### src/rtl/dcs_pkg.sv
// shared constants, types and cosine table builder for the day cycle sky color unit
package dcs_pkg;

    localparam int PHASE_BITS      = 16;
    localparam int COS_TABLE_DEPTH = 1024;

    localparam int OFS_W   = PHASE_BITS - 2;
    localparam int ADDR_W  = $clog2(COS_TABLE_DEPTH + 1);
    localparam int PROD_W  = OFS_W + ADDR_W;

    localparam int SUN_W   = 16;
    localparam int COLOR_W = 12;
    localparam int LIGHT_W = 13;
    localparam int COS_W   = 15;
    localparam int DIST_W  = 17;
    localparam int WGT_W   = 16;
    localparam int T_W     = 15;
    localparam int RECIP_W = 18;

    localparam int QUEUE_DEPTH = 4;
    localparam int QPTR_W      = $clog2(QUEUE_DEPTH);
    localparam int QCNT_W      = $clog2(QUEUE_DEPTH + 1);

    localparam logic [WGT_W-1:0]   ONE14       = 16'd16384;
    localparam logic [LIGHT_W-1:0] ONE12       = 13'd4096;
    localparam logic [LIGHT_W-1:0] FLOOR_RESET = 13'd901;
    localparam logic [COLOR_W-1:0] COLOR_MAX   = 12'd4095;

    localparam logic signed [DIST_W-1:0] DAY_EDGE   = 17'sd819;
    localparam logic signed [DIST_W-1:0] LIGHT_EDGE = 17'sd2458;
    localparam logic [RECIP_W-1:0] RECIP_DAY   = 18'd218453;
    localparam logic [RECIP_W-1:0] RECIP_LIGHT = 18'd145636;

    // palettes, Q0.12, channel order red green blue
    localparam logic [COLOR_W-1:0] PAL_DAY_Z [3] = '{12'd1434, 12'd2253, 12'd3686};
    localparam logic [COLOR_W-1:0] PAL_DAY_H [3] = '{12'd2867, 12'd3359, 12'd3891};
    localparam logic [COLOR_W-1:0] PAL_TW_Z  [3] = '{12'd983,  12'd1147, 12'd2130};
    localparam logic [COLOR_W-1:0] PAL_TW_H  [3] = '{12'd3891, 12'd2130, 12'd983};
    localparam logic [COLOR_W-1:0] PAL_NGT_Z [3] = '{12'd82,   12'd123,  12'd369};
    localparam logic [COLOR_W-1:0] PAL_NGT_H [3] = '{12'd246,  12'd328,  12'd696};

    localparam int COS_TERMS = 10;
    localparam logic [63:0] HALF_PI_Q30 = 64'd1686629713;
    // (2k-1)*(2k) for the taylor terms
    localparam logic [63:0] COS_DIV [COS_TERMS] =
        '{64'd2, 64'd12, 64'd30, 64'd56, 64'd90, 64'd132, 64'd182, 64'd240, 64'd306, 64'd380};

    typedef struct packed {
        logic              sun_neg;
        logic [ADDR_W-1:0] addr;
    } dcs_item_t;

    typedef logic [COS_W-1:0] cos_rom_t [COS_TABLE_DEPTH + 1];

    // one table entry, cos(pi/2*i/depth) in Q1.14 via a Q30 series
    function automatic logic [COS_W-1:0] cos_q14(int unsigned i);
        logic [63:0] x;
        logic [63:0] x2;
        logic [63:0] term;
        logic [63:0] pos;
        logic [63:0] neg;
        logic [63:0] c;
        logic [63:0] r;
        x    = (HALF_PI_Q30 * 64'(i)) / COS_TABLE_DEPTH;
        x2   = (x * x) >> 30;
        term = 64'd1 << 30;
        pos  = term;
        neg  = 64'd0;
        for (int k = 1; k <= COS_TERMS; k++) begin
            term = ((term * x2) >> 30) / COS_DIV[k-1];
            if ((k % 2) == 1) begin
                neg = neg + term;
            end else begin
                pos = pos + term;
            end
        end
        c = (pos > neg) ? pos - neg : 64'd0;
        r = (c + (64'd1 << 15)) >> 16;
        if (r > 64'(ONE14)) begin
            r = 64'(ONE14);
        end
        return r[COS_W-1:0];
    endfunction

    function automatic cos_rom_t cos_rom_build();
        cos_rom_t rom;
        for (int i = 0; i <= COS_TABLE_DEPTH; i++) begin
            rom[i] = cos_q14(i);
        end
        return rom;
    endfunction

    // ramp position of a smoothstep, clamped to one
    function automatic logic [T_W-1:0] ramp_t(logic signed [DIST_W-1:0] d,
                                              logic [RECIP_W-1:0] recip);
        logic [34:0] prod;
        logic [18:0] t;
        if (d <= 0) begin
            return '0;
        end
        prod = 35'(d[15:0]) * 35'(recip) + 35'(32768);
        t    = prod[34:16];
        if (t > 19'(ONE14)) begin
            return T_W'(ONE14);
        end
        return t[T_W-1:0];
    endfunction

endpackage

### src/rtl/dcs_queue.sv
// small fifo between the front end and the math pipeline
module dcs_queue import dcs_pkg::*; (
    input  logic      aclk,
    input  logic      aresetn,
    input  logic      in_valid,
    output logic      in_ready,
    input  dcs_item_t in_item,
    output logic      out_valid,
    input  logic      out_ready,
    output dcs_item_t out_item
);

    dcs_item_t         mem [QUEUE_DEPTH];
    logic [QPTR_W-1:0] wr_ptr_reg;
    logic [QPTR_W-1:0] rd_ptr_reg;
    logic [QCNT_W-1:0] count_reg;
    logic              push;
    logic              pop;

    assign in_ready  = count_reg != QCNT_W'(QUEUE_DEPTH);
    assign out_valid = count_reg != '0;
    assign out_item  = mem[rd_ptr_reg];
    assign push      = in_valid && in_ready;
    assign pop       = out_valid && out_ready;

    always_ff @(posedge aclk) begin
        if (!aresetn) begin
            wr_ptr_reg <= '0;
            rd_ptr_reg <= '0;
            count_reg  <= '0;
        end else begin
            if (push) begin
                wr_ptr_reg <= (wr_ptr_reg == QPTR_W'(QUEUE_DEPTH - 1)) ? '0
                                                                      : wr_ptr_reg + 1'b1;
            end
            if (pop) begin
                rd_ptr_reg <= (rd_ptr_reg == QPTR_W'(QUEUE_DEPTH - 1)) ? '0
                                                                      : rd_ptr_reg + 1'b1;
            end
            if (push && !pop) begin
                count_reg <= count_reg + 1'b1;
            end else if (pop && !push) begin
                count_reg <= count_reg - 1'b1;
            end
        end
    end

    always_ff @(posedge aclk) begin
        if (push) begin
            mem[wr_ptr_reg] <= in_item;
        end
    end

endmodule

### config.mk
export PLATFORM = sky130hd
export DESIGN_NAME = dcs_queue
export DESIGN_NICKNAME = d
export VERILOG_FILES = /design/src/rtl/dcs_pkg.sv /design/src/rtl/dcs_queue.sv
export SDC_FILE = /design/constraint.sdc
export NUM_CORES = 1
export LEC_CHECK = 0
export BUFFER_PORTS_ARGS = -buffer_cell sky130_fd_sc_hd__buf_2
export CAP_MARGIN = 30
export CELL_PAD_IN_SITES_DETAIL_PLACEMENT = 0
export CELL_PAD_IN_SITES_GLOBAL_PLACEMENT = 1
export CORE_ASPECT_RATIO = 0.7
export CORE_UTILIZATION = 37
export CTS_BUF_LIST = sky130_fd_sc_hd__clkbuf_8
export CTS_CLUSTER_SIZE = 14
export DETAILED_ROUTE_END_ITERATION = 8
export GPL_ROUTABILITY_DRIVEN = 0
export PLACE_DENSITY = 0.72
export SLEW_MARGIN = 5
export SYNTH_ARGS = -nofsm -noshare
export SYNTH_HDL_FRONTEND = slang
export SYNTH_SLANG_ARGS = --single-unit
### constraint.sdc
create_clock -name aclk -period 2.8 [get_ports aclk]
set_input_delay 0.42 -clock aclk [delete_from_list [all_inputs] [get_ports aclk]]
set_output_delay 0.42 -clock aclk [all_outputs]
set_load 0.005 [all_outputs]
==> reports/results.tsv <==
metric	value	unit
leakage	0.000937	µW
worst path required time	3040	ps
final setup vio count	0	
drt total wl	3450	µm
final worst setup slack	402	ps
Slew HR	60.0	%
Adder-Cell Fraction of Synth Area	4.31	%
Reg power frac	48.4	%
I/O Buffers	29	
Sink Count	57	
Fin Clk Skew	4.82	ps
Switch Pwr	609	µW
dpl ws	394	ps
largest area contributor in the netlist	edfxtp_1	
post-synthesis xor/xnor area fraction	0.793	%
met2 wire len	1740	µm
clock latency at the later pin of the worst-skew pair	330	ps
maximum root-to-sink buffer count	2	
Syn. warnings	0	
top cell type's share of synthesized area	65.3	%
Max Freq	417	MHz
CTS Buf Count	9	
EDFF count, synth	48	
Final nets	173	
R2R Setup Slk	400	ps
outcome	completed	
Arr. time, crit path	2640	ps
Reg2Reg Depth	7	
#FFs+latches synth	57	
post-route minimum period	2400	ps
Post-CTS Hold Buffers	0	
max reg flops	48	
largest net degree at the start of global routing	13	
setup TNS	0	ps
Mapped Area	0.00221	mm²
R2R Path End	count_reg[2]	
library cells used by synthesis	26	
top layer reached by signal wires	met4	
vias in the first global route	1143	
critical path type	flop to flop	
Die Y	66.6	µm
Tcrit/Tclk final	85.7	%
Hold WS	311	ps
sequential fraction of the synthesis area	73.4	%
post-CTS sizing	0	
Synth Area in Compound Gates	1.59	%
die area	0.00629	mm²
# DRC	0	
met3 WL	167	µm
antenna-violating nets left	0	
Cell Rows	23	
Clock transition at path regs	60	ps
initial antenna violation count	0	
clock root buffer	clkbuf_8	
Worst Hold Path Cells	1	
CP Capture Type	flop	
Clk pwr share	29.2	%
DRT iter0 DRCs	35	
largest family of logic cells by synthesized area	multiplexers	
CP startpoint	count_reg[0]	
postcts setup bufs	0	
Critical Path End	count_reg[2]	
number of top-level pins	30	
switching share of power	26.1	%
net count after synthesis	136	
die extent in x	94.3	µm
portion of total power attributed to combinational logic	22.3	%
core box area	0.00573	mm²
Finished Cell Area	0.00261	mm²
Mean Syn Cell Area	19.5	µm²
HPWL after DPL	2280	µm
total power	2330	µW
Worst setup SP type	flop	
total gr overflow	0	
Post-Route M1 WL	1470	µm
DP Area	0.00243	mm²
Cells after Synth	113	
Worst-Margin Slew	600	ps
PD cells	892	mW/mm²
diodes inserted	0	
FFs w/ async S/R, synth	0	%
Int Pwr	1720	µW
final number of hold-violating endpoints	0	
Worst Hold Class	input pin to flop	
max-slew violation count	0	
TritonCTS clock tree	built	
Max-Cap Viols	0	
Avg WL per Cell	15.0	µm
simple logic cell fraction of the synthesized area	5.33	%
Vias	1129	
layout cells sized above 1	38.7	%
DR pass1 iterations	4	
gr usage total	12.9	%
worst r2r src	count_reg[0]	
cells taking the most area after synthesis	edfxtp_1 (65%), mux4_2 (12%), dfxtp_1 (8.2%)	
RSZ-0062 raised after global routing	false	
post-synthesis mux area share	13.1	%
CP max FO	5	
first-pass GRT wire length	5520	µm
Via density	4.91	
H-Tree Depth	3	
Main synth FF type	edfxtp_1	
Initial Util	38.6	%
Area Growth Syn to Fin	18.3	%
Worst VDD drop	0.328	mV
logic make-up after synthesis:
kind of cell	Yosys count
compound gates	6
xor+xnor	2
fa+ha+maj	7
buf+inv	7
flops	57
mux	14
simple gates	20
critical path: stages, from the launching register on:
cell and delay (ps):
dfxtp_1 360, o31ai_1 500, ha_1 290, inv_1 60, fa_1 370, xor2_1 160, or3_2 400, a21boi_0 180
layer usage:
layer | track usage, % | up-vias
li1 | - | 525
met3 | 5.59 | 6
met5 | 0 | -
met2 | 20.9 | 28
met4 | 6.92 | 0
met1 | 14.3 | 570
power by group through the flow:
stage	Combinational (µW)	Sequential [µW]	Clock, µW
after floorplan	381	1100	0
after global placement	506	1140	0
after detailed placement	528	1150	0
after CTS	530	1130	704
after global routing	575	1150	731
final	521	1130	681
cell usage in the layout (no fill, tap or decap), drive strengths merged:
cell type / count
or3: 2
a21boi: 1
o21ai: 4
mux2i: 2
and3: 4
nor2b: 1
ha: 6
nand3: 2
fa: 1
dfxtp: 9
edfxtp: 48
xnor2: 1
and2: 2
nand2: 5
nand4: 1
or3b: 1
inv: 5
xor2: 1
buf: 30
mux4: 12
nor2: 2
clkinv: 4
clkbuf: 9
bufinv: 1
o31ai: 1
stage by stage:
| step | std cells | utilization, % |
|---|---|---|
| floorplan | 113 | - |
| global placement | 214 | 42.5 |
| detailed placement | 214 | 42.5 |
| CTS | 230 | 45.6 |
| global route | 230 | 45.6 |
| finish | 230 | 45.6 |
worst min path at each step:
stage,startpoint,to,slack (ps)
final,in_item[6],mem[1][6],310
after global routing,in_item[0],mem[2][0],290
after CTS,in_item[0],mem[2][0],290
after detailed placement,wr_ptr_reg[1],wr_ptr_reg[1],510
after global placement,wr_ptr_reg[1],wr_ptr_reg[1],490
after floorplan,wr_ptr_reg[1],wr_ptr_reg[1],470
final cells by class:
type                    instances  area, µm²
fillers                       500       3110
inverters                       3       11.3
repair buffers                 30        153
flip-flops and latches         57       1620
clock buffers                   9        124
clock inverters                 7       53.8
multi-input cells              49        556
well taps                      75       93.8
cell usage after synthesis (2+ instances only):
cell,n
o21ai_0,4
edfxtp_1,48
nand3_1,2
and3_2,4
nor2_1,2
dfxtp_1,9
or3_2,2
mux4_2,12
ha_1,6
mux2i_1,2
inv_1,3
nand2_1,5
No activity file was read; power rests on OpenSTA's default activity.
