File: src/rtl/dcs_pkg.sv
// shared constants, types and cosine table builder for the day cycle sky color unit
package dcs_pkg;

    localparam int PHASE_BITS      = 16;
    localparam int COS_TABLE_DEPTH = 1024;

    localparam int OFS_W   = PHASE_BITS - 2;
    localparam int ADDR_W  = $clog2(COS_TABLE_DEPTH + 1);
    localparam int PROD_W  = OFS_W + ADDR_W;

    localparam int SUN_W   = 16;
    localparam int COLOR_W = 12;
    localparam int LIGHT_W = 13;
    localparam int COS_W   = 15;
    localparam int DIST_W  = 17;
    localparam int WGT_W   = 16;
    localparam int T_W     = 15;
    localparam int RECIP_W = 18;

    localparam int QUEUE_DEPTH = 4;
    localparam int QPTR_W      = $clog2(QUEUE_DEPTH);
    localparam int QCNT_W      = $clog2(QUEUE_DEPTH + 1);

    localparam logic [WGT_W-1:0]   ONE14       = 16'd16384;
    localparam logic [LIGHT_W-1:0] ONE12       = 13'd4096;
    localparam logic [LIGHT_W-1:0] FLOOR_RESET = 13'd901;
    localparam logic [COLOR_W-1:0] COLOR_MAX   = 12'd4095;

    localparam logic signed [DIST_W-1:0] DAY_EDGE   = 17'sd819;
    localparam logic signed [DIST_W-1:0] LIGHT_EDGE = 17'sd2458;
    localparam logic [RECIP_W-1:0] RECIP_DAY   = 18'd218453;
    localparam logic [RECIP_W-1:0] RECIP_LIGHT = 18'd145636;

    // palettes, Q0.12, channel order red green blue
    localparam logic [COLOR_W-1:0] PAL_DAY_Z [3] = '{12'd1434, 12'd2253, 12'd3686};
    localparam logic [COLOR_W-1:0] PAL_DAY_H [3] = '{12'd2867, 12'd3359, 12'd3891};
    localparam logic [COLOR_W-1:0] PAL_TW_Z  [3] = '{12'd983,  12'd1147, 12'd2130};
    localparam logic [COLOR_W-1:0] PAL_TW_H  [3] = '{12'd3891, 12'd2130, 12'd983};
    localparam logic [COLOR_W-1:0] PAL_NGT_Z [3] = '{12'd82,   12'd123,  12'd369};
    localparam logic [COLOR_W-1:0] PAL_NGT_H [3] = '{12'd246,  12'd328,  12'd696};

    localparam int COS_TERMS = 10;
    localparam logic [63:0] HALF_PI_Q30 = 64'd1686629713;
    // (2k-1)*(2k) for the taylor terms
    localparam logic [63:0] COS_DIV [COS_TERMS] =
        '{64'd2, 64'd12, 64'd30, 64'd56, 64'd90, 64'd132, 64'd182, 64'd240, 64'd306, 64'd380};

    typedef struct packed {
        logic              sun_neg;
        logic [ADDR_W-1:0] addr;
    } dcs_item_t;

    typedef logic [COS_W-1:0] cos_rom_t [COS_TABLE_DEPTH + 1];

    // one table entry, cos(pi/2*i/depth) in Q1.14 via a Q30 series
    function automatic logic [COS_W-1:0] cos_q14(int unsigned i);
        logic [63:0] x;
        logic [63:0] x2;
        logic [63:0] term;
        logic [63:0] pos;
        logic [63:0] neg;
        logic [63:0] c;
        logic [63:0] r;
        x    = (HALF_PI_Q30 * 64'(i)) / COS_TABLE_DEPTH;
        x2   = (x * x) >> 30;
        term = 64'd1 << 30;
        pos  = term;
        neg  = 64'd0;
        for (int k = 1; k <= COS_TERMS; k++) begin
            term = ((term * x2) >> 30) / COS_DIV[k-1];
            if ((k % 2) == 1) begin
                neg = neg + term;
            end else begin
                pos = pos + term;
            end
        end
        c = (pos > neg) ? pos - neg : 64'd0;
        r = (c + (64'd1 << 15)) >> 16;
        if (r > 64'(ONE14)) begin
            r = 64'(ONE14);
        end
        return r[COS_W-1:0];
    endfunction

    function automatic cos_rom_t cos_rom_build();
        cos_rom_t rom;
        for (int i = 0; i <= COS_TABLE_DEPTH; i++) begin
            rom[i] = cos_q14(i);
        end
        return rom;
    endfunction

    // ramp position of a smoothstep, clamped to one
    function automatic logic [T_W-1:0] ramp_t(logic signed [DIST_W-1:0] d,
                                              logic [RECIP_W-1:0] recip);
        logic [34:0] prod;
        logic [18:0] t;
        if (d <= 0) begin
            return '0;
        end
        prod = 35'(d[15:0]) * 35'(recip) + 35'(32768);
        t    = prod[34:16];
        if (t > 19'(ONE14)) begin
            return T_W'(ONE14);
        end
        return t[T_W-1:0];
    endfunction

endpackage

File: src/rtl/dcs_front.sv
// front end: takes a phase transfer and turns it into a table address and sign
module dcs_front import dcs_pkg::*; (
    input  logic                  aclk,
    input  logic                  aresetn,
    input  logic                  s_valid,
    output logic                  s_ready,
    input  logic [PHASE_BITS-1:0] s_day_phase,
    output logic                  item_valid,
    input  logic                  item_ready,
    output dcs_item_t             item
);

    logic            valid_reg;
    dcs_item_t       item_reg;
    dcs_item_t       item_next;
    logic [1:0]      quad;
    logic [OFS_W-1:0] ofs;
    logic [PROD_W-1:0] prod;
    logic [ADDR_W-1:0] idx;

    assign s_ready    = !valid_reg || item_ready;
    assign item_valid = valid_reg;
    assign item       = item_reg;

    always_comb begin
        quad = s_day_phase[PHASE_BITS-1:PHASE_BITS-2];
        ofs  = s_day_phase[OFS_W-1:0];
        prod = PROD_W'(ofs) * PROD_W'(COS_TABLE_DEPTH);
        idx  = prod[PROD_W-1:OFS_W];
        if (idx > ADDR_W'(COS_TABLE_DEPTH)) begin
            idx = ADDR_W'(COS_TABLE_DEPTH);
        end
        // odd quadrants read the table mirrored
        item_next.addr    = quad[0] ? ADDR_W'(COS_TABLE_DEPTH) - idx : idx;
        // sun is minus the table value in the first and last quadrant
        item_next.sun_neg = !(quad[1] ^ quad[0]);
    end

    always_ff @(posedge aclk) begin
        if (!aresetn) begin
            valid_reg <= 1'b0;
        end else if (s_ready) begin
            valid_reg <= s_valid;
        end
    end

    always_ff @(posedge aclk) begin
        if (s_ready && s_valid) begin
            item_reg <= item_next;
        end
    end

endmodule

File: config.mk
export PLATFORM = sky130hd
export DESIGN_NAME = dcs_front
export DESIGN_NICKNAME = d
export VERILOG_FILES = /design/src/rtl/dcs_pkg.sv /design/src/rtl/dcs_front.sv
export SDC_FILE = /design/constraint.sdc
export NUM_CORES = 1
export LEC_CHECK = 0
export ABC_CLOCK_PERIOD_IN_PS = 1920
export CAP_MARGIN = 30
export CORE_AREA = 2 2 41 43
export DETAILED_ROUTE_END_ITERATION = 12
export DIE_AREA = 0 0 43 45
export DONT_BUFFER_PORTS = 1
export PLACE_DENSITY = 0.67
export SLEW_MARGIN = 20
export SYNTH_ARGS = -nofsm -noshare
export SYNTH_HDL_FRONTEND = slang
export SYNTH_SLANG_ARGS = --single-unit
File: constraint.sdc
create_clock -name aclk -period 1.92 [get_ports aclk]
set_input_delay 0.576 -clock aclk [delete_from_list [all_inputs] [get_ports aclk]]
set_output_delay 0.576 -clock aclk [all_outputs]
set_load 0.03 [all_outputs]
==> results.sh <==
export IMPL_syn_nets=70
export IMPL_place_congestion=0.710
export IMPL_combPwrFrac_pct=9.4
export IMPL_ys_warn_count=0
export IMPL_clockBufferDepth=2
export IMPL_synth_top_area_share_pct=56.4
export IMPL_drt_vias_per_instance=5.62
export IMPL_post_route_period_util_pct=78.1
export IMPL_coreArea_um2=1470
export IMPL_syn_to_final_growth_pct=8.22
export IMPL_cts_tree="yes"
export IMPL_synth_ff_type="edfxtp_1"
export IMPL_fp_dieW_um=43
export IMPL_max_freq_mhz=667
export IMPL_tightestPinTransition_ns=0.368
export IMPL_met2_usage_pct=21.8
export IMPL_rsz0062_at_grt="no"
export IMPL_n_antenna_cell=0
export IMPL_start_util_pct=43.5
export IMPL_switching_share_pct=27.2
export IMPL_p_int_uw=448
export IMPL_io_buffers=0
export IMPL_setup_ws_ns=0.420
export IMPL_report_final_hold_viol_count=0
export IMPL_endpoint_kind="register"
export IMPL_synth_commonest_cells="12 x edfxtp_1, 9 x xnor2_1, 4 x inv_1"
export IMPL_status="finished clean"
export IMPL_drt_initial_drc_count=4
export IMPL_fin_tns_setup_ns=0
export IMPL_grt_antenna_before_repair=0
export IMPL_muxShareOfSynthArea_pct=0
export IMPL_grt_busiest_layer="met2"
export IMPL_synth_simple_gate_area_share_pct=9.98
export IMPL_cts_root_buf="clkbuf_4"
export IMPL_min_path_type="in2reg"
export IMPL_pre_cts_ws_ns=0.111
export IMPL_drive_above_1_share_pct=17.0
export IMPL_num_vias=388
export IMPL_hpwl_um=860
export IMPL_ys_top_cells_by_area="edfxtp_1 56%, xnor2_1 12%, o41ai_2 5.1%"
export IMPL_synth_cell_types=21
export IMPL_required_ns=1.95
export IMPL_cp_arrival_ns=1.53
export IMPL_overflow=0
export IMPL_synth_area_leader_cell="edfxtp_1"
export IMPL_syn_area_um2=639
export IMPL_total_power_uw=615
export IMPL_die_h_um=45
export IMPL_path_max_fanout=6
export IMPL_synth_most_common_cell="edfxtp_1"
export IMPL_path_clk_slew_ns=0.08
export IMPL_setup_violations=0
export IMPL_grt_use_met1_pct=14.0
export IMPL_numCtsBuffers=3
export IMPL_r2r_cells=3
export IMPL_post_cts_resized=0
export IMPL_whs_path_depth=0
export IMPL_cts_setup_buffers=0
export IMPL_htreeDepth=1
export IMPL_synthCells=49
export IMPL_cap_violations=0
export IMPL_grt_pass1_wl_mm=1.79
export IMPL_finalNetCount=75
export IMPL_fin_skew_ns=0.000271
export IMPL_avgSynthCellArea_um2=13.0
export IMPL_fillers=135
export IMPL_finalMaxSlewViolations=0
export IMPL_drt_wirelength_per_cell_um=16.7
export IMPL_first_pass_iters=4
export IMPL_critPathKind="in2reg"
export IMPL_grt_pass1_vias=381
export IMPL_fp_dieArea_um2=1940
export IMPL_synth_edf_count=12
export IMPL_synth_compound_area_share_pct=12.5
export IMPL_final_util_pct=47.0
export IMPL_ys_ff_latch=13
export IMPL_io_pins=34
export IMPL_yosys_area_share_adder_pct=1.96
export IMPL_grt_max_degree=13
export IMPL_power_leakage_nw=0.231
export IMPL_ir_worst_vdd_v=0.000336
export IMPL_rows=14
export IMPL_clock_power_share_pct=27.8
export IMPL_power_frac_seq_pct=62.8
export IMPL_routed_wl_mm=1.15
export IMPL_grt_usage_pct=13.7
export IMPL_synth_xor_xnor_area_share_pct=12.3
export IMPL_met3_usage_pct=4.00
export IMPL_cts_sinks=13
export IMPL_period_minus_slack_ns=1.50
export IMPL_async_flop_share_pct=0
export IMPL_synth_top_family_by_area="compound AO/OA/AOI/OAI gates"
export IMPL_seq_area_frac_synth_pct=59.5
export IMPL_power_density_nw_per_um2=888
export IMPL_timing_slew_headroom_pct=75.5
export IMPL_postCtsHoldBufs=0
export IMPL_critPathLaunchType="input port"
export IMPL_drc=0
export IMPL_p_sw_uw=167
export IMPL_worst_skew_pair_late_latency_ns=0.28
export IMPL_largest_register_ff_count=12
export IMPL_drtAntennaViolNets=0
[metrics by stage]
| step | instance area (um^2) | std cells | hold slack, ns |
|---|---|---|---|
| after floorplan | 639 | 49 | 0.675 |
| after global placement | 666 | 65 | 0.675 |
| after detailed placement | 666 | 65 | 0.675 |
| after CTS | 692 | 69 | 0.380 |
| after global routing | 692 | 69 | 0.376 |
| final | 692 | 69 | 0.386 |
[routing by layer]
| metal | up-vias | wire [um] | share of wire, % |
|---|---|---|---|
| li1 | 182 | - | - |
| met1 | 180 | 419 | 36 |
| met2 | 21 | 598 | 52 |
| met3 | 5 | 85 | 7.4 |
| met4 | 0 | 49 | 4.3 |
| met5 | - | 0 | 0 |
[critical path, cell delays in order]
cell and delay (ns):
or3_1 0.50, o41ai_2 0.36, xnor2_1 0.09
[cells by family after synthesis]
kind of cell | count (synthesis)
fa+ha+maj | 1
compound gates | 9
xor+xnor | 9
flops | 13
simple gates | 11
buf+inv | 6
[power by group through the flow]
stage / Clock (mW) / Combinational (mW) / Sequential, mW
4_1_cts: 0.177 / 0.0582 / 0.387
2_1_floorplan: 0 / 0.0472 / 0.393
5_1_grt: 0.186 / 0.0639 / 0.388
3_5_place_dp: 0 / 0.0579 / 0.393
3_3_place_gp: 0 / 0.0564 / 0.392
6_report: 0.171 / 0.0579 / 0.386
[layout by cell type (no fill, tap or decap), types with 2 or more instances in the layout]
cell type  synthesis  routed
buf_4              0       2
clkbuf_4           0       3
edfxtp_1          12      12
inv_1              4       4
nand2_1            2       2
nand2b_1           3       3
o21ai_1            3       3
o41ai_2            2       2
xnor2_1            9       9
[layout make-up]
class | count | area (um^2) | area share [%]
Tap cell | 16 | 20.0 | 2.89
Inverter | 4 | 15.0 | 2.17
Sequential cell | 13 | 380 | 55.0
Clock buffer | 4 | 26.3 | 3.80
Multi-Input combinational cell | 30 | 235 | 34.0
Timing Repair Buffer | 2 | 15.0 | 2.17
[final timing paths]
check | slack, ns | to | startpoint
worst max-delay path | 0.42 | item[8]$_DFFE_PP_ | s_day_phase[8]
worst min-delay path | 0.39 | item[0]$_DFFE_PP_ | s_day_phase[4]
worst max register to register | 0.64 | item[6]$_DFFE_PP_ | item_valid$_SDFFE_PN0N_
worst min register to register | 0.79 | item_valid$_SDFFE_PN0N_ | item_valid$_SDFFE_PN0N_
No activity file was read; power rests on OpenSTA's default activity.
